File: src/rtl/prlt_pkg.sv
// ----------------------------------------------------------------------------
// prlt_pkg
// Shared types and constants for the periodic rate limit timer.
// ----------------------------------------------------------------------------
package prlt_pkg;

   localparam int unsigned INTERVAL_W = 18;
   localparam int unsigned NOW_W      = 32;
   localparam int unsigned WAIT_W     = 14;
   localparam int unsigned CMD_W      = 2;
   localparam int unsigned MS_W       = NOW_W + 2;

   localparam logic [CMD_W-1:0]  CMD_POLL    = 2'd0;
   localparam logic [CMD_W-1:0]  CMD_ENABLE  = 2'd1;
   localparam logic [CMD_W-1:0]  CMD_DISABLE = 2'd2;

   localparam logic [WAIT_W-1:0] DISABLED_WAIT = 14'd10000;
   localparam logic [WAIT_W-1:0] MIN_WAIT      = 14'd1;
   localparam logic [WAIT_W-1:0] NO_WAIT       = 14'd0;

   typedef enum logic [2:0] {
      STATE_IDLE,
      STATE_CHECK,
      STATE_DIVIDE,
      STATE_WAIT,
      STATE_RESPOND
   } state_type;

   typedef struct packed {
      logic busy;
      logic done;
   } rem_status_type;

endpackage

File: src/rtl/prlt_rem.sv
// ----------------------------------------------------------------------------
// prlt_rem
// Radix-2 restoring remainder unit, one dividend bit per cycle.
// ----------------------------------------------------------------------------
module prlt_rem
   import prlt_pkg::*;
#(
   parameter int unsigned DIVIDEND_W = 41
) (
   input  logic                  clock,
   input  logic                  reset,
   input  logic                  start,
   input  logic [DIVIDEND_W-1:0] dividend,
   input  logic [INTERVAL_W-1:0] divisor,
   output rem_status_type        status,
   output logic [INTERVAL_W-1:0] remainder
);

   localparam int unsigned CNT_W = $clog2(DIVIDEND_W + 1);

   logic [DIVIDEND_W-1:0] shift_ff, shift_in;
   logic [INTERVAL_W-1:0] rem_ff, rem_in;
   logic [INTERVAL_W-1:0] div_ff, div_in;
   logic [CNT_W-1:0]      count_ff, count_in;
   logic                  done_ff, done_in;
   logic [INTERVAL_W:0]   trial;
   logic [INTERVAL_W:0]   trial_sub;

   assign trial     = {rem_ff, shift_ff[DIVIDEND_W-1]};
   assign trial_sub = trial - {1'b0, div_ff};

   always_comb begin
      shift_in = shift_ff;
      rem_in   = rem_ff;
      div_in   = div_ff;
      count_in = count_ff;
      done_in  = 1'b0;
      if (start) begin
         shift_in = dividend;
         rem_in   = '0;
         div_in   = divisor;
         count_in = CNT_W'(DIVIDEND_W);
      end else if (count_ff != '0) begin
         shift_in = {shift_ff[DIVIDEND_W-2:0], 1'b0};
         if (trial >= {1'b0, div_ff}) begin
            rem_in = trial_sub[INTERVAL_W-1:0];
         end else begin
            rem_in = trial[INTERVAL_W-1:0];
         end
         count_in = count_ff - 1'b1;
         done_in  = (count_ff == CNT_W'(1));
      end
   end

   always_ff @(posedge clock) begin
      if (reset) begin
         count_ff <= '0;
         done_ff  <= 1'b0;
      end else begin
         count_ff <= count_in;
         done_ff  <= done_in;
      end
      shift_ff <= shift_in;
      rem_ff   <= rem_in;
      div_ff   <= div_in;
   end

   assign status.busy = (count_ff != '0);
   assign status.done = done_ff;
   assign remainder   = rem_ff;

endmodule

File: src/rtl/periodic_rate_limit_timer_top.sv
// ----------------------------------------------------------------------------
// periodic_rate_limit_timer_top
// Periodic deadline timer with catch-up for rate-limited event firing.
// An enable runs the remainder unit, a due poll with catch-up runs it and then
//   computes the wait, a running poll without catch-up only computes the wait,
//   and other transactions respond directly. One transaction at a time; the
//   bit-serial remainder unit takes one dividend bit per cycle.
// Reset: synchronous; timer disabled, deadline zero, interval to its default.
// ----------------------------------------------------------------------------
module periodic_rate_limit_timer_top
   import prlt_pkg::*;
#(
   parameter int unsigned FRAC_BITS = 8
) (
   input  logic                  clock,
   input  logic                  reset,
   input  logic                  req_valid,
   output logic                  req_ready,
   input  logic [CMD_W-1:0]      req_cmd,
   input  logic [NOW_W-1:0]      req_now_ms,
   output logic                  rsp_valid,
   input  logic                  rsp_ready,
   output logic                  rsp_fire,
   output logic [WAIT_W-1:0]     rsp_wait_ms,
   output logic                  rsp_is_enabled,
   input  logic                  csr_valid,
   output logic                  csr_ready,
   input  logic [INTERVAL_W-1:0] csr_interval
);

   localparam int unsigned TIME_W = NOW_W + FRAC_BITS;
   localparam int unsigned DL_W   = NOW_W + 1 + FRAC_BITS;
   localparam logic [INTERVAL_W-1:0] INTERVAL_RESET =
      INTERVAL_W'(((64'd1 << FRAC_BITS) * 64'd1000) / 64'd60);
   localparam logic [DL_W-1:0] FRAC_MASK = DL_W'((64'd1 << FRAC_BITS) - 64'd1);

   state_type             state_ff, state_in;
   logic [CMD_W-1:0]      cmd_ff, cmd_in;
   logic [TIME_W-1:0]     cur_ff, cur_in;
   logic [DL_W-1:0]       deadline_ff, deadline_in;
   logic                  running_ff, running_in;
   logic [INTERVAL_W-1:0] interval_ff;
   logic                  fire_ff, fire_in;
   logic [WAIT_W-1:0]     wait_ff, wait_in;

   logic [INTERVAL_W-1:0] iv_eff;
   logic [DL_W-1:0]       cur_ext;
   logic                  due;
   logic                  rem_start;
   logic [DL_W-1:0]       rem_dividend;
   rem_status_type        rem_status;
   logic [INTERVAL_W-1:0] rem_value;
   logic [DL_W-1:0]       diff;
   logic [MS_W-1:0]       ms_sum;

   assign iv_eff  = (interval_ff == '0) ? INTERVAL_W'(1) : interval_ff;
   assign cur_ext = DL_W'(cur_ff);
   assign due     = (deadline_ff <= cur_ext);
   assign diff    = deadline_ff - cur_ext;
   assign ms_sum  = MS_W'(diff >> FRAC_BITS) + MS_W'(|(diff & FRAC_MASK));

   prlt_rem #(
      .DIVIDEND_W (DL_W)
   ) u_rem (
      .clock     (clock),
      .reset     (reset),
      .start     (rem_start),
      .dividend  (rem_dividend),
      .divisor   (iv_eff),
      .status    (rem_status),
      .remainder (rem_value)
   );

   // next state
   always_comb begin
      state_in = state_ff;
      case (state_ff)
         STATE_IDLE: begin
            if (req_valid) state_in = STATE_CHECK;
         end
         STATE_CHECK: begin
            case (cmd_ff)
               CMD_ENABLE: state_in = STATE_DIVIDE;
               CMD_POLL: begin
                  if (!running_ff)   state_in = STATE_RESPOND;
                  else if (due)      state_in = STATE_DIVIDE;
                  else               state_in = STATE_WAIT;
               end
               default:    state_in = STATE_RESPOND;
            endcase
         end
         STATE_DIVIDE: begin
            if (rem_status.done) begin
               state_in = (cmd_ff == CMD_ENABLE) ? STATE_RESPOND : STATE_WAIT;
            end
         end
         STATE_WAIT:    state_in = STATE_RESPOND;
         STATE_RESPOND: begin
            if (rsp_ready) state_in = STATE_IDLE;
         end
         default:       state_in = STATE_IDLE;
      endcase
   end

   // outputs and datapath
   always_comb begin
      req_ready    = 1'b0;
      rsp_valid    = 1'b0;
      rem_start    = 1'b0;
      rem_dividend = cur_ext + DL_W'(1);
      cmd_in       = cmd_ff;
      cur_in       = cur_ff;
      deadline_in  = deadline_ff;
      running_in   = running_ff;
      fire_in      = fire_ff;
      wait_in      = wait_ff;
      case (state_ff)
         STATE_IDLE: begin
            req_ready = 1'b1;
            cmd_in    = req_cmd;
            cur_in    = TIME_W'(req_now_ms) << FRAC_BITS;
         end
         STATE_CHECK: begin
            fire_in = 1'b0;
            wait_in = NO_WAIT;
            case (cmd_ff)
               CMD_ENABLE: begin
                  running_in = 1'b1;
                  rem_start  = 1'b1;
               end
               CMD_DISABLE: running_in = 1'b0;
               CMD_POLL: begin
                  if (!running_ff) begin
                     wait_in = DISABLED_WAIT;
                  end else if (due) begin
                     fire_in      = 1'b1;
                     rem_start    = 1'b1;
                     rem_dividend = cur_ext - deadline_ff;
                  end
               end
               default: ;
            endcase
         end
         STATE_DIVIDE: begin
            if (rem_status.done) begin
               if (cmd_ff == CMD_ENABLE) begin
                  deadline_in = cur_ext + DL_W'(1) - DL_W'(rem_value);
               end else begin
                  deadline_in = cur_ext - DL_W'(rem_value) + DL_W'(iv_eff);
               end
            end
         end
         STATE_WAIT: begin
            if (ms_sum > MS_W'(DISABLED_WAIT)) wait_in = DISABLED_WAIT;
            else if (ms_sum == '0)             wait_in = MIN_WAIT;
            else                               wait_in = WAIT_W'(ms_sum);
         end
         STATE_RESPOND: rsp_valid = 1'b1;
         default: ;
      endcase
   end

   always_ff @(posedge clock) begin
      if (reset) begin
         state_ff    <= STATE_IDLE;
         running_ff  <= 1'b0;
         deadline_ff <= '0;
         interval_ff <= INTERVAL_RESET;
      end else begin
         state_ff    <= state_in;
         running_ff  <= running_in;
         deadline_ff <= deadline_in;
         if (csr_valid) interval_ff <= csr_interval;
      end
      cmd_ff  <= cmd_in;
      cur_ff  <= cur_in;
      fire_ff <= fire_in;
      wait_ff <= wait_in;
   end

   assign csr_ready      = 1'b1;
   assign rsp_fire       = fire_ff;
   assign rsp_wait_ms    = wait_ff;
   assign rsp_is_enabled = running_ff;

endmodule

File: config.mk
export PLATFORM = sky130hd
export DESIGN_NAME = periodic_rate_limit_timer_top
export DESIGN_NICKNAME = d
export VERILOG_FILES = /design/src/rtl/prlt_pkg.sv /design/src/rtl/prlt_rem.sv /design/src/rtl/periodic_rate_limit_timer_top.sv
export SDC_FILE = /design/constraint.sdc
export NUM_CORES = 1
export LEC_CHECK = 0
export BUFFER_PORTS_ARGS = -buffer_cell sky130_fd_sc_hd__buf_2
export CAP_MARGIN = 5
export CORE_MARGIN = 2
export CORE_UTILIZATION = 64
export CTS_CLUSTER_SIZE = 16
export DETAILED_ROUTE_END_ITERATION = 16
export PLACE_DENSITY = 0.9
export REMOVE_ABC_BUFFERS = 1
export SLEW_MARGIN = 10
export SYNTH_ARGS = -nofsm -noshare
export SYNTH_HDL_FRONTEND = slang
export SYNTH_SLANG_ARGS = --single-unit
export TNS_END_PERCENT = 30
File: constraint.sdc
create_clock -name clock -period 5.5 [get_ports clock]
set_clock_uncertainty 0.05 [all_clocks]
set_input_delay 0 -clock clock [delete_from_list [all_inputs] [get_ports clock]]
set_output_delay 0 -clock clock [all_outputs]
set_load 0.01 [all_outputs]
# --- Word-level counts from Yosys, hierarchy flattened ---
# Index checks and enable logic that the tools add are counted.
totals:
  out_inout_bits: 19
  regBits: 196
  in_bits: 57
op_classes:
  n_reduce_logical: 14
  n_eq_ne: 10
  add_sub_neg: 9
  bitwise_logic: 1
  n_lt_le_gt_ge: 3
  mux: 31
ops:
  columns: ["op", "count"]
  rows:
  - ["$mux W41", 7]
  - ["$mux W14", 4]
  - ["$add A40 B1 Y41 const B", 1]
  - ["$add A41 B18 Y41", 1]
  - ["$le A41 B40 Y1", 1]
  - ["$sub A40 B18 Y41", 1]
  - ["$sub A40 B41 Y41", 1]
  - ["$sub A41 B18 Y41", 1]
  - ["$sub A41 B40 Y41", 1]
  - ["$mux W18", 2]
  - ["$add A33 B1 Y34", 1]
  - ["$gt A34 B14 Y1 const B", 1]
  - ["$logic_not A34 Y1", 1]
  - ["$pmux W14 S2", 1]
  - ["$ge A19 B18 Y1", 1]
  - ["$logic_not A18 Y1", 1]
  - ["$sub A18 B18 Y18", 1]
  - ["$mux W3", 5]
  - ["$pmux W3 S5", 1]
  - ["$mux W6", 2]
  - ["$reduce_or A8 Y1", 1]
  - ["$eq A3 B2 Y1 const B", 2]
  - ["$eq A6 B1 Y1 const B", 1]
  - ["$mux W1", 6]
  - ["other kinds (18)", 23]

# --- Depth between registers and ports, before layout ---
# Gate-level depths: netlist of the first run.
logic_depth:
  word_depth: 7
  mapped_depth: 20
  mapped_depth_nobuf: 20

# --- Hierarchy ---
# A second synthesis of the first run with hierarchy kept.
unflattened:
  hier_cells: 2092
  area_unflattened_um2: 17529.3
by_module_without_submodules:
  columns: ["mod", "area_each_um2", "n_inst", "seq_area_each_um2", "cells_each"]
  rows:
  - ["periodic_rate_limit_timer_top", 13146.4, 1, 2732.6, 1726]
  - ["prlt_rem", 4383.0, 1, 2272.2, 366]

# --- Worst setup path before layout of the first run ---
# No wires, ideal clock.
synth_timing:
  path_kind: "flip-flop to flip-flop"
  start: "register cur_ff[20]"
  end: "register u_rem.shift_ff[0], enable pin"
  t_arrival_ns: 4.010
  required_ns: 5.051
  path_buffers: 1
  synth_period_minus_slack_ns: 4.459
  path_slack_ns: 1.041
  path_stages_with_launch: 15
  cell_sequence: "edfxtp_1 -> inv_1 -> ha_1 -> buf_2 -> a21oi_1 -> o21ai_0 -> or2_1 -> o211a_1 -> nor4_1 -> o31ai_1 -> a21o_1 -> a21o_1 -> a211oi_1 -> o21ai_1 -> nand2_1"
synth_between:
  elab_chain_len: 6
synth_lines:
  columns: ["element", "line", "rtl"]
  rows:
  - ["start: declaration", "periodic_rate_limit_timer_top.sv:39", "logic [TIME_W-1:0] cur_ff, cur_in;"]
  - ["start signal: assignment", "periodic_rate_limit_timer_top.sv:176", "cur_ff <= cur_in;"]
  - ["$le A41 B40 Y1", "periodic_rate_limit_timer_top.sv:58", "assign due = (deadline_ff <= cur_ext);"]
  - ["$mux W1", "periodic_rate_limit_timer_top.sv:135", "end else if (due) begin"]
  - ["$mux W1", "periodic_rate_limit_timer_top.sv:133", "if (!running_ff) begin"]
  - ["$pmux W1 S2", "periodic_rate_limit_timer_top.sv:126", "case (cmd_ff)"]
  - ["$mux W1", "periodic_rate_limit_timer_top.sv:117", "case (state_ff)"]
  - ["$reduce_bool A2 Y1 (no line)", null, null]
  - ["end signal: assignment", "prlt_rem.sv:63", "shift_ff <= shift_in;"]
  - ["end: declaration", "prlt_rem.sv:21", "logic [DIVIDEND_W-1:0] shift_ff, shift_in;"]
# No other way between the ends.
# A chain may end at the register's enable or synchronous reset.

# --- Final worst setup path of the first run ---
layout_timing:
  start: "register interval_ff[3]"
  end: "register deadline_ff[32]"
layout_between:
  elab_chain_len: 4
layout_lines:
  columns: ["element", "line", "rtl"]
  rows:
  - ["start: declaration", "periodic_rate_limit_timer_top.sv:42", "logic [INTERVAL_W-1:0] interval_ff;"]
  - ["start signal: assignment", "periodic_rate_limit_timer_top.sv:173", "if (csr_valid) interval_ff <= csr_interval;"]
  - ["$logic_not A18 Y1", "periodic_rate_limit_timer_top.sv:56", "assign iv_eff = (interval_ff == '0) ? INTERVAL_W'(1) : interval_ff;"]
  - ["$mux W18 *", "periodic_rate_limit_timer_top.sv:56", null]
  - ["$add A41 B18 Y41 *", "periodic_rate_limit_timer_top.sv:149", "deadline_in = cur_ext - DL_W'(rem_value) + DL_W'(iv_eff);"]
  - ["$mux W41 *", "periodic_rate_limit_timer_top.sv:146", "if (cmd_ff == CMD_ENABLE) begin"]
  - ["end signal: assignment", "periodic_rate_limit_timer_top.sv:172", "deadline_ff <= deadline_in;"]
  - ["end: declaration", "periodic_rate_limit_timer_top.sv:40", "logic [DL_W-1:0] deadline_ff, deadline_in;"]
# Every way passes the cells marked *; elsewhere a longest branch is shown, timed or not.

==> metrics.csv, run 1 <==
metric,value,unit
Die Wd,167.6,microns
number of synthesized register bits,196,
maximum clock insertion buffer count,2,
DIE HEIGHT,167.6,microns
ranking of synthesized cells by area,"edfxtp_1, ha_1, dfxtp_1, a21oi_1, xnor2_1",
delay contributed by the slowest stage of the critical path,0.70,ns
detailed-routing iteration count for the pre-antenna-repair pass,7,
I/O pin cnt,76,
Main synth FF type,edfxtp_1,
later-pin clock latency in the skew report,0.46,ns
critical path capture point type,flip-flop,
fin nets,2395,
number of clock sinks,196,
full die area,0.02808,sq mm
P&R area growth vs syn,10.61,%
Worst IR Drop VDD,0.3279,mV
number of core rows,59,
clock transition at the registers of the reported paths,0.09,ns
average via count per standard cell,6.458,
pin slew with the least headroom to its limit,1.223,ns
post-layout total power,0.008076,W
number of routed nets with antenna violations,0,
initial core utilization,65.52,%
number of buffers inserted by port buffering,74,
Via Count,16164,
mean post-synth cell area,8.227,sq um
number of enable flip-flop cells after synthesis,108,
outcome,"finished, final reports clean",
vias in the first global route,15645,
Worst path slowest cell,o21ai_0,
H-tree levels,4,
total gr overflow,0,
DP Area,0.01773,sq mm
max capacitance violation total,0,
data required time at the worst endpoint,5.85,ns
number of library cell types mapped by synthesis,79,
number of standard cells after synthesis,2081,
setup slack at placement,0.5114,ns
TritonCTS clock tree,done,
cell area after technology mapping,0.01712,sq mm
violation count after the first detailed-route iteration,1710,
total buffers and inverters traversed by the critical path,1,
Final Worst Setup Slack,0.3452,ns
DRC violations left,0,
average routed wire per standard cell,19.98,microns
Max Clk Rate,0.1940,GHz
leakage power of the design,8.288,nW
number of hold-slack violations in the final timing report,0,
pin count of the biggest net entering global routing,54,
classification of the worst setup path,reg -> reg,
"top cells by count, synth","nor2_1, a21oi_1, inv_1",
setup TNS,0,ns
n_diodes,0,
path type of the worst min-delay path,in -> reg,
total power divided by cell area,426.4,mW/mm^2
Global Route Usage Sum,35.30,%
most common cell in the netlist,nor2_1,
number of post-CTS setup repair buffers,0,
global-route wire length before repair,80280,microns
antenna violations before repair,0,
fraction of final layout cells with drive strength greater than 1,7.380,%
cell type with the highest aggregate area in the netlist,edfxtp_1,
share of the synthesized area in the top cell type,18.94,%
weighted congestion at the end of routability-driven global placement,1.000,
final setup violation count,0,
final worst hold slack,0.02197,ns
HPWL reported at the end of detailed placement,37460,microns
CTS root buffer,clkbuf_16,
setup repair after global routing missed its margin,false,
crit path DAT,5.50,ns
post-layout minimum cycle time,5.155,ns
count of warnings emitted by yosys,0,
fraction of the cycle the final worst path needs,93.72,%
top cell family by delay on the critical path,compound AO/OA/AOI/OAI gates,
share of the yosys chip area belonging to registers,29.23,%
total wirelength of the detailed-routed design,50010,microns
CORE AREA,0.02613,sq mm
Inserted Clock Buffers,17,
final number of max-transition violations,0,
worst-path maximum fanout,4,
summed area of non-filler cells in the final layout,0.01894,sq mm
fraction of synthesis flops using an asynchronous set or reset pin,0,%
max-slew headroom at the worst pin,18.00,%
ordered cell list for the critical path,or4_1 > nor3_1 > a31oi_1 > ha_1 > inv_1 > ha_1 > a21o_1 > a21oi_1 > o211ai_1 > nand3_1 > a211oi_1 > o21ai_0 > o21ai_0 > a21oi_1 > o21ai_0 > xnor2_1 > o211ai_1 > a21oi_1,
kind of start point of the critical path,flip-flop,
-- final timing paths --
kind                         from          endpoint  slack, ns  depth (start not counted)
setup / recovery   interval_ff[3]   deadline_ff[32]       0.35                         18
hold / removal              reset    deadline_ff[4]       0.02                          2
setup reg to reg   interval_ff[3]   deadline_ff[32]       0.35                         18
hold reg to reg   interval_ff[12]  u_rem.div_ff[12]       0.39                          0
-- cell families (layout without fill, tap and decap cells) --
group	Yosys count	in the layout	synth area share, %
muxes	54	54	3.157
DFF	196	196	29.23
adders and majority gates	183	183	13.94
AOI/OAI and AO/OA	592	592	21.90
other	1	1	0.02190
xor gates and xnor gates	155	155	7.973
buffers and inverters	290	377	6.504
and+or+nand+nor	610	610	17.27
-- cell usage in the layout (no fill, tap or decap), types with 74 or more instances in the layout --
cell type and instances:
edfxtp_1 108, buf_2 74, nand2_1 133, ha_1 169, o21ai_0 116, dfxtp_1 88, xnor2_1 100, inv_1 187
a21oi_1 191, nor2_1 193
-- power by group --
part	leakage, nW	switching [W]	internal [W]	total (W)
Sequential	1.80	0.000274	0.00200	0.00227
Clock	0.296	0.000685	0.000620	0.00130
Combinational	6.19	0.00273	0.00177	0.00450
Total	8.29	0.00369	0.00439	0.00808
-- through the flow --
step                util [%]  cells
CTS                    72.45   2503
floorplan                  -   1978
global route           72.47   2503
detailed placement     67.84   2411
finish                 72.47   2503
global placement       67.84   2411
-- routing by layer --
metal	vias up	share of wire, %	global-route usage (%)
met3	148	8.3	5.625
met1	7598	41	45.03
li1	7574	-	-
met2	844	47	60.29
met5	-	0	0
met4	0	3.8	13.69
-- sequential cells by signal, summed over array words and instances, names as in the netlist --
name,cells
state_ff,3
u_rem.div_ff,18
u_rem.shift_ff,41
rsp_wait_ms,14
cur_ff,32
cmd_ff,2
u_rem.done_ff,1
interval_ff,18
rsp_fire,1
u_rem.remainder,18
u_rem.count_ff,6
rsp_is_enabled,1
deadline_ff,41
-- area by class of cell --
cell class | instances | area [sq um]
clock inverter | 15 | 178.9
tap | 335 | 419.2
inverter | 187 | 701.9
sequential | 196 | 5005
multi-input combinational | 1595 | 11030
fill | 1950 | 7194
timing repair buffer | 158 | 1176
clock buffer | 17 | 425.4
-- what timing repair did --
| action | CTS | global route |
|---|---|---|
| hold endpoints to repair | 53 | 0 |
| resized for setup | 0 | 2 |
| hold buffers | 60 | 0 |
| endpoints found under the setup margin | 0 | 13 |
No activity file was read; power rests on OpenSTA's default activity.
==> run 2: changes to the inputs <==
--- a/config.mk
+++ b/config.mk
@@ -7,10 +7,12 @@
 export LEC_CHECK = 0
 export BUFFER_PORTS_ARGS = -buffer_cell sky130_fd_sc_hd__buf_2
 export CAP_MARGIN = 5
+export CORE_ASPECT_RATIO = 0.8
 export CORE_MARGIN = 2
 export CORE_UTILIZATION = 64
 export CTS_CLUSTER_SIZE = 16
 export DETAILED_ROUTE_END_ITERATION = 16
+export MAX_ROUTING_LAYER = met4
 export PLACE_DENSITY = 0.9
 export REMOVE_ABC_BUFFERS = 1
 export SLEW_MARGIN = 10
==> metrics.csv, run 2 (synthesis gave the netlist of run 1 again) <==
metric,value,unit,change
leakage power of the design,8.226,nW,-0.74%
setup TNS,0,ns,unchanged
number of clock sinks,196,,unchanged
maximum clock insertion buffer count,2,,unchanged
data required time at the worst endpoint,5.55,ns,-0.30 ns
final number of max-transition violations,0,,unchanged
P&R area growth vs syn,10.26,%,
number of post-CTS setup repair buffers,0,,unchanged
average via count per standard cell,6.478,,+0.32%
max-slew headroom at the worst pin,27.39,%,+9.4 points
top cell family by delay on the critical path,compound AO/OA/AOI/OAI gates,,
pin slew with the least headroom to its limit,1.076,ns,-0.1478 ns
detailed-routing iteration count for the pre-antenna-repair pass,8,,+1
Via Count,16293,,+0.80%
classification of the worst setup path,reg -> reg,,
clock transition at the registers of the reported paths,0.08,ns,about the same
Worst IR Drop VDD,0.2575,mV,-21%
setup repair after global routing missed its margin,false,,
most frequent standard cell in the layout excluding fill and tap cells,nor2_1,,
Final Worst Setup Slack,0.3214,ns,-0.02376 ns
total gr overflow,0,,unchanged
fraction of final layout cells with drive strength greater than 1,7.136,%,-0.24 points
ordered cell list for the critical path,inv_1 > ha_1 > a21o_1 > a21o_1 > a211oi_1 > nor2_1 > nor4_1 > o31ai_1 > a21o_1 > a21o_1 > a211oi_1 > o21ai_1 > inv_1 > buf_4,,
fillcell total,1926,,-1.2%
delay contributed by the slowest stage of the critical path,0.49,ns,-0.21 ns
average routed wire per standard cell,19.64,microns,-1.7%
number of core rows,53,,-10%
initial core utilization,65.20,%,-0.32 points
weighted congestion at the end of routability-driven global placement,0.9849,,-1.5%
"Core Util, Final",71.89,%,-0.58 points
Worst path slowest cell,ha_1,,
fraction of the cycle the final worst path needs,94.16,%,+0.43 points
total wirelength of the detailed-routed design,49400,microns,-1.2%
worst setup slack for register-to-register paths,0.32,ns,-0.02 ns
CORE AREA,0.02626,sq mm,+0.49%
setup slack at placement,0.5369,ns,+0.02546 ns
full die area,0.02808,sq mm,about the same
global-route wire length before repair,78450,microns,-2.3%
count of cells along the worst register-to-register path,14,,-4
vias in the first global route,14961,,-4.4%
"Top cell by count, worst path",a21o_1,,
TritonCTS clock tree,done,,
HPWL reported at the end of detailed placement,36580,microns,-2.4%
Global Route Usage Sum,35.88,%,+0.57 points
most frequent cells in the layout,"nor2_1, a21oi_1, inv_1",,
total power divided by cell area,431.0,mW/mm^2,+1.1%
placed cells,2429,,+0.75%
I/O pin cnt,76,,unchanged
path type of the worst min-delay path,in -> reg,,
violation count after the first detailed-route iteration,2295,,+34%
kind of start point of the critical path,flip-flop,,
antenna violations before repair,0,,unchanged
Die Wd,186.9,microns,+12%
later-pin clock latency in the skew report,0.46,ns,about the same
H-tree levels,4,,unchanged
Inserted Clock Buffers,17,,unchanged
outcome,"finished, final reports clean",,
CTS root buffer,clkbuf_16,,
DRC violations left,0,,unchanged
Max Clk Rate,0.1931,GHz,-0.46%
count of non-filler cells in the finished layout,2515,,+0.48%
pin count of the biggest net entering global routing,82,,+52%
worst hold stages,3,,+1
fin nets,2385,,-0.42%
number of routed nets with antenna violations,0,,unchanged
worst-path maximum fanout,38,,+34
n_diodes,0,,unchanged
critical path capture point type,flip-flop,,
crit path DAT,5.23,ns,-0.27 ns
final setup violation count,0,,unchanged
number of hold-slack violations in the final timing report,0,,unchanged
worst reg2reg startpoint,cur_ff[26],,
DP Area,0.01771,sq mm,about the same
total buffers and inverters traversed by the critical path,3,,+2
number of buffers inserted by port buffering,74,,unchanged
terminus of the critical flop-to-flop path,u_rem.div_ff[16],,
Hold Path Origin,csr_valid,,
largest registers,"deadline_ff: 41 flops, u_rem.shift_ff: 41 flops, cur_ff: 32 flops",,
post-layout minimum cycle time,5.179,ns,+0.02376 ns
max capacitance violation total,0,,unchanged
summed area of non-filler cells in the final layout,0.01888,sq mm,-0.32%
worst-case hold path end point,interval_ff[7],,
DIE HEIGHT,150.3,microns,-10%
[run 2: final cells by class]
class | instances | area (sq um) | share of cell area [%]
Inverter | 187 | 701.9 | 3.718
Multi-Input combinational cell | 1595 | 11030 | 58.45
Clock inverter | 12 | 160.2 | 0.8484
Clock buffer | 20 | 456.7 | 2.419
Timing Repair Buffer | 148 | 1074 | 5.687
Tap cell | 357 | 446.7 | 2.366
Sequential cell | 196 | 5005 | 26.51
[run 2: worst max-delay path by stage]
| stage | start | to | slack (ns) | cells after the start |
|---|---|---|---|---|
| 2_1_floorplan | cur_ff[18] | u_rem.shift_ff[25] | 0.68 | 14 |
| 3_3_place_gp | cur_ff[20] | u_rem.div_ff[17] | 0.68 | 14 |
| 3_5_place_dp | cur_ff[26] | u_rem.div_ff[14] | 0.54 | 14 |
| 4_1_cts | cur_ff[26] | u_rem.div_ff[16] | 0.46 | 14 |
| 5_1_grt | cur_ff[8] | rsp_wait_ms[8] | 0.02 | 15 |
| 6_report | cur_ff[26] | u_rem.div_ff[16] | 0.32 | 14 |
[run 2: report_power, final]
group	switching (W)	internal [W]	total, W
clock	0.000630	0.000714	0.00134
sequential	0.000282	0.00200	0.00228
combinational	0.00274	0.00177	0.00451
total	0.00366	0.00448	0.00814
[run 2: timing repair]
item                      in CTS  in global routing
hold buffers                  54                  0
resized for setup              0                  0
hold endpoints to repair      58                  0
[run 2: worst reg2reg max path: cells and delay by family (launching register included)]
| kind | cells | cell delay (ns) |
|---|---|---|
| flops | 1 | 0.47 |
| simple gates | 2 | 0.60 |
| fa+ha+maj | 1 | 0.49 |
| compound gates | 8 | 2.43 |
| buf+inv | 3 | 0.78 |
[run 2: through the flow]
step           hold WS (ns)  power [W]
5_1_grt             0.05818   0.008659
6_report            0.04766   0.008136
3_5_place_dp         0.1281   0.006574
2_1_floorplan       0.01907   0.005449
3_3_place_gp         0.1261   0.006378
4_1_cts             0.03226   0.007986
[run 2: metal layers]
layer | track usage (%) | part of all wire [%] | routed length, microns
met2 | 53.66 | 43 | 21240
met1 | 49.19 | 43 | 21050
met5 | - | 0 | 0
met3 | 7.249 | 12 | 5774
met4 | 10.95 | 2.7 | 1329
==> run 3: changes to the inputs <==
--- a/config.mk
+++ b/config.mk
@@ -14,7 +14,7 @@
 export DETAILED_ROUTE_END_ITERATION = 16
 export MAX_ROUTING_LAYER = met4
 export PLACE_DENSITY = 0.9
-export REMOVE_ABC_BUFFERS = 1
+export SKIP_LAST_GASP = 1
 export SLEW_MARGIN = 10
 export SYNTH_ARGS = -nofsm -noshare
 export SYNTH_HDL_FRONTEND = slang
==> metrics.csv, run 3 (synthesis gave the netlist of run 1 again) <==
metric,value,unit,change
classification of the worst setup path,reg -> reg,,
number of buffers inserted by port buffering,74,,unchanged
most frequent standard cell in the layout excluding fill and tap cells,nor2_1,,
initial core utilization,65.20,%,unchanged
total power divided by cell area,432.7,mW/mm^2,+0.41%
fillcell total,1963,,+1.9%
vias in the first global route,15224,,+1.8%
start point of the critical path,cur_ff[8],,
number of clock sinks,196,,unchanged
average via count per standard cell,6.585,,+1.6%
Die Wd,186.9,microns,unchanged
later-pin clock latency in the skew report,0.47,ns,about the same
end point of the critical path,rsp_wait_ms[8],,
weighted congestion at the end of routability-driven global placement,1.045,,+6.1%
Inserted Clock Buffers,17,,unchanged
footprint of the multi-input gates,0.01103,sq mm,about the same
data required time at the worst endpoint,5.62,ns,+0.07 ns
H-tree levels,4,,unchanged
fraction of final layout cells with drive strength greater than 1,7.699,%,+0.56 points
n_diodes,0,,unchanged
Worst IR Drop VDD,0.3332,mV,+29%
fin nets,2396,,+0.46%
pin slew with the least headroom to its limit,1.220,ns,+0.1449 ns
Global Route Usage Sum,38.35,%,+2.5 points
final number of max-transition violations,0,,unchanged
most frequent cells in the layout,"nor2_1, a21oi_1, inv_1",,
path type of the worst min-delay path,in -> reg,,
P&R area growth vs syn,10.65,%,
antenna violations before repair,0,,unchanged
combined flip-flop and latch cell area,0.005005,sq mm,unchanged
final worst hold slack,0.05294,ns,+0.005278 ns
Via Count,16633,,+2.1%
worst reg2reg startpoint,cur_ff[8],,
DIE HEIGHT,150.3,microns,unchanged
global-route wire length before repair,82340,microns,+5.0%
number of routed nets with antenna violations,0,,unchanged
leakage power of the design,8.276,nW,+0.61%
max capacitance violation total,0,,unchanged
critical path capture point type,flip-flop,,
Max Clk Rate,0.1973,GHz,+2.2%
CTS root buffer,clkbuf_16,,
post-layout minimum cycle time,5.068,ns,-0.1104 ns
max-slew headroom at the worst pin,18.64,%,-8.7 points
total gr overflow,0,,unchanged
CORE AREA,0.02626,sq mm,unchanged
fraction of the cycle the final worst path needs,92.15,%,-2.0 points
count of cells along the worst register-to-register path,15,,+1
detailed-routing iteration count for the pre-antenna-repair pass,7,,-1
"Core Util, Final",72.14,%,+0.25 points
worst-path maximum fanout,7,,-82%
worst setup slack for register-to-register paths,0.43,ns,+0.11 ns
setup TNS,0,ns,unchanged
average routed wire per standard cell,20.93,microns,+6.6%
total wirelength of the detailed-routed design,52870,microns,+7.0%
terminus of the critical flop-to-flop path,rsp_wait_ms[8],,
pin count of the biggest net entering global routing,61,,-26%
maximum clock insertion buffer count,2,,unchanged
post-layout total power,0.008198,W,+0.76%
DRC violations left,0,,unchanged
HPWL reported at the end of detailed placement,39190,microns,+7.2%
violation count after the first detailed-route iteration,2325,,+1.3%
clock transition at the registers of the reported paths,0.09,ns,about the same
TritonCTS clock tree,done,,
summed area of non-filler cells in the final layout,0.01894,sq mm,+0.35%
Hold Path Origin,csr_valid,,
final setup violation count,0,,unchanged
DP Area,0.01780,sq mm,+0.51%
kind of start point of the critical path,flip-flop,,
outcome,"finished, final reports clean",,
I/O pin cnt,76,,unchanged
largest registers,"deadline_ff: 41 flops, u_rem.shift_ff: 41 flops, cur_ff: 32 flops",,
number of core rows,53,,unchanged
crit path DAT,5.19,ns,-0.04 ns
full die area,0.02808,sq mm,unchanged
Mapped Nets,2321,,
number of hold-slack violations in the final timing report,0,,unchanged
run 3: cell type report:
class / instances / area share (%)
Clock buffer: 18 / 2.265
Clock inverter: 14 / 0.9246
Inverter: 187 / 3.705
Multi-Input combinational cell: 1595 / 58.24
Sequential cell: 196 / 26.42
Tap cell: 357 / 2.358
Timing Repair Buffer: 159 / 6.089
run 3: report_power, final:
| part | switching [W] | total, W | internal (W) |
|---|---|---|---|
| combinational | 0.00281 | 0.00458 | 0.00177 |
| sequential | 0.000293 | 0.00229 | 0.00200 |
| clock | 0.000704 | 0.00133 | 0.000621 |
| total | 0.00381 | 0.00820 | 0.00439 |
run 3: worst min-delay path by stage:
stage,endpoint,cells after the start
floorplan,cmd_ff[0],0
global placement,cur_ff[35],1
detailed placement,cur_ff[27],1
CTS,interval_ff[12],3
global route,interval_ff[5],3
finish,interval_ff[5],3
run 3: repair_timing:
item	CTS	global route
endpoints found under the hold margin	53	0
endpoints found under the setup margin	0	14
gates resized for setup	0	2
hold buffers	53	0
buffers inserted	0	0
run 3: per-stage QoR:
step,cells,worst slack [ns]
after detailed placement,2441,0.4715
after global placement,2441,0.6304
final,2526,0.4318
after CTS,2526,0.4680
after floorplan,2081,1.041
after global routing,2526,-0.03252
run 3: critical path, stage by stage (launching register included):
cell and delay [ns]:
edfxtp_1 0.49, ha_1 0.24, inv_1 0.06, fa_1 0.45, a21o_1 0.24, a2111oi_0 0.51, xor2_1 0.27, nor3b_1 0.45
nand2_1 0.25, nor4_2 0.49, nand4_1 0.26, nor3_1 0.25, nand3_1 0.11, a2bb2oi_1 0.20, and4_1 0.35, a21oi_1 0.10
run 3: per-layer routing:
metal,global-route usage (%),vias up,routed length [microns]
li1,-,7588,-
met1,52.67,7780,22150
met2,55.78,1170,22090
met3,10.26,95,7449
met4,10.56,0,1175
met5,-,-,0
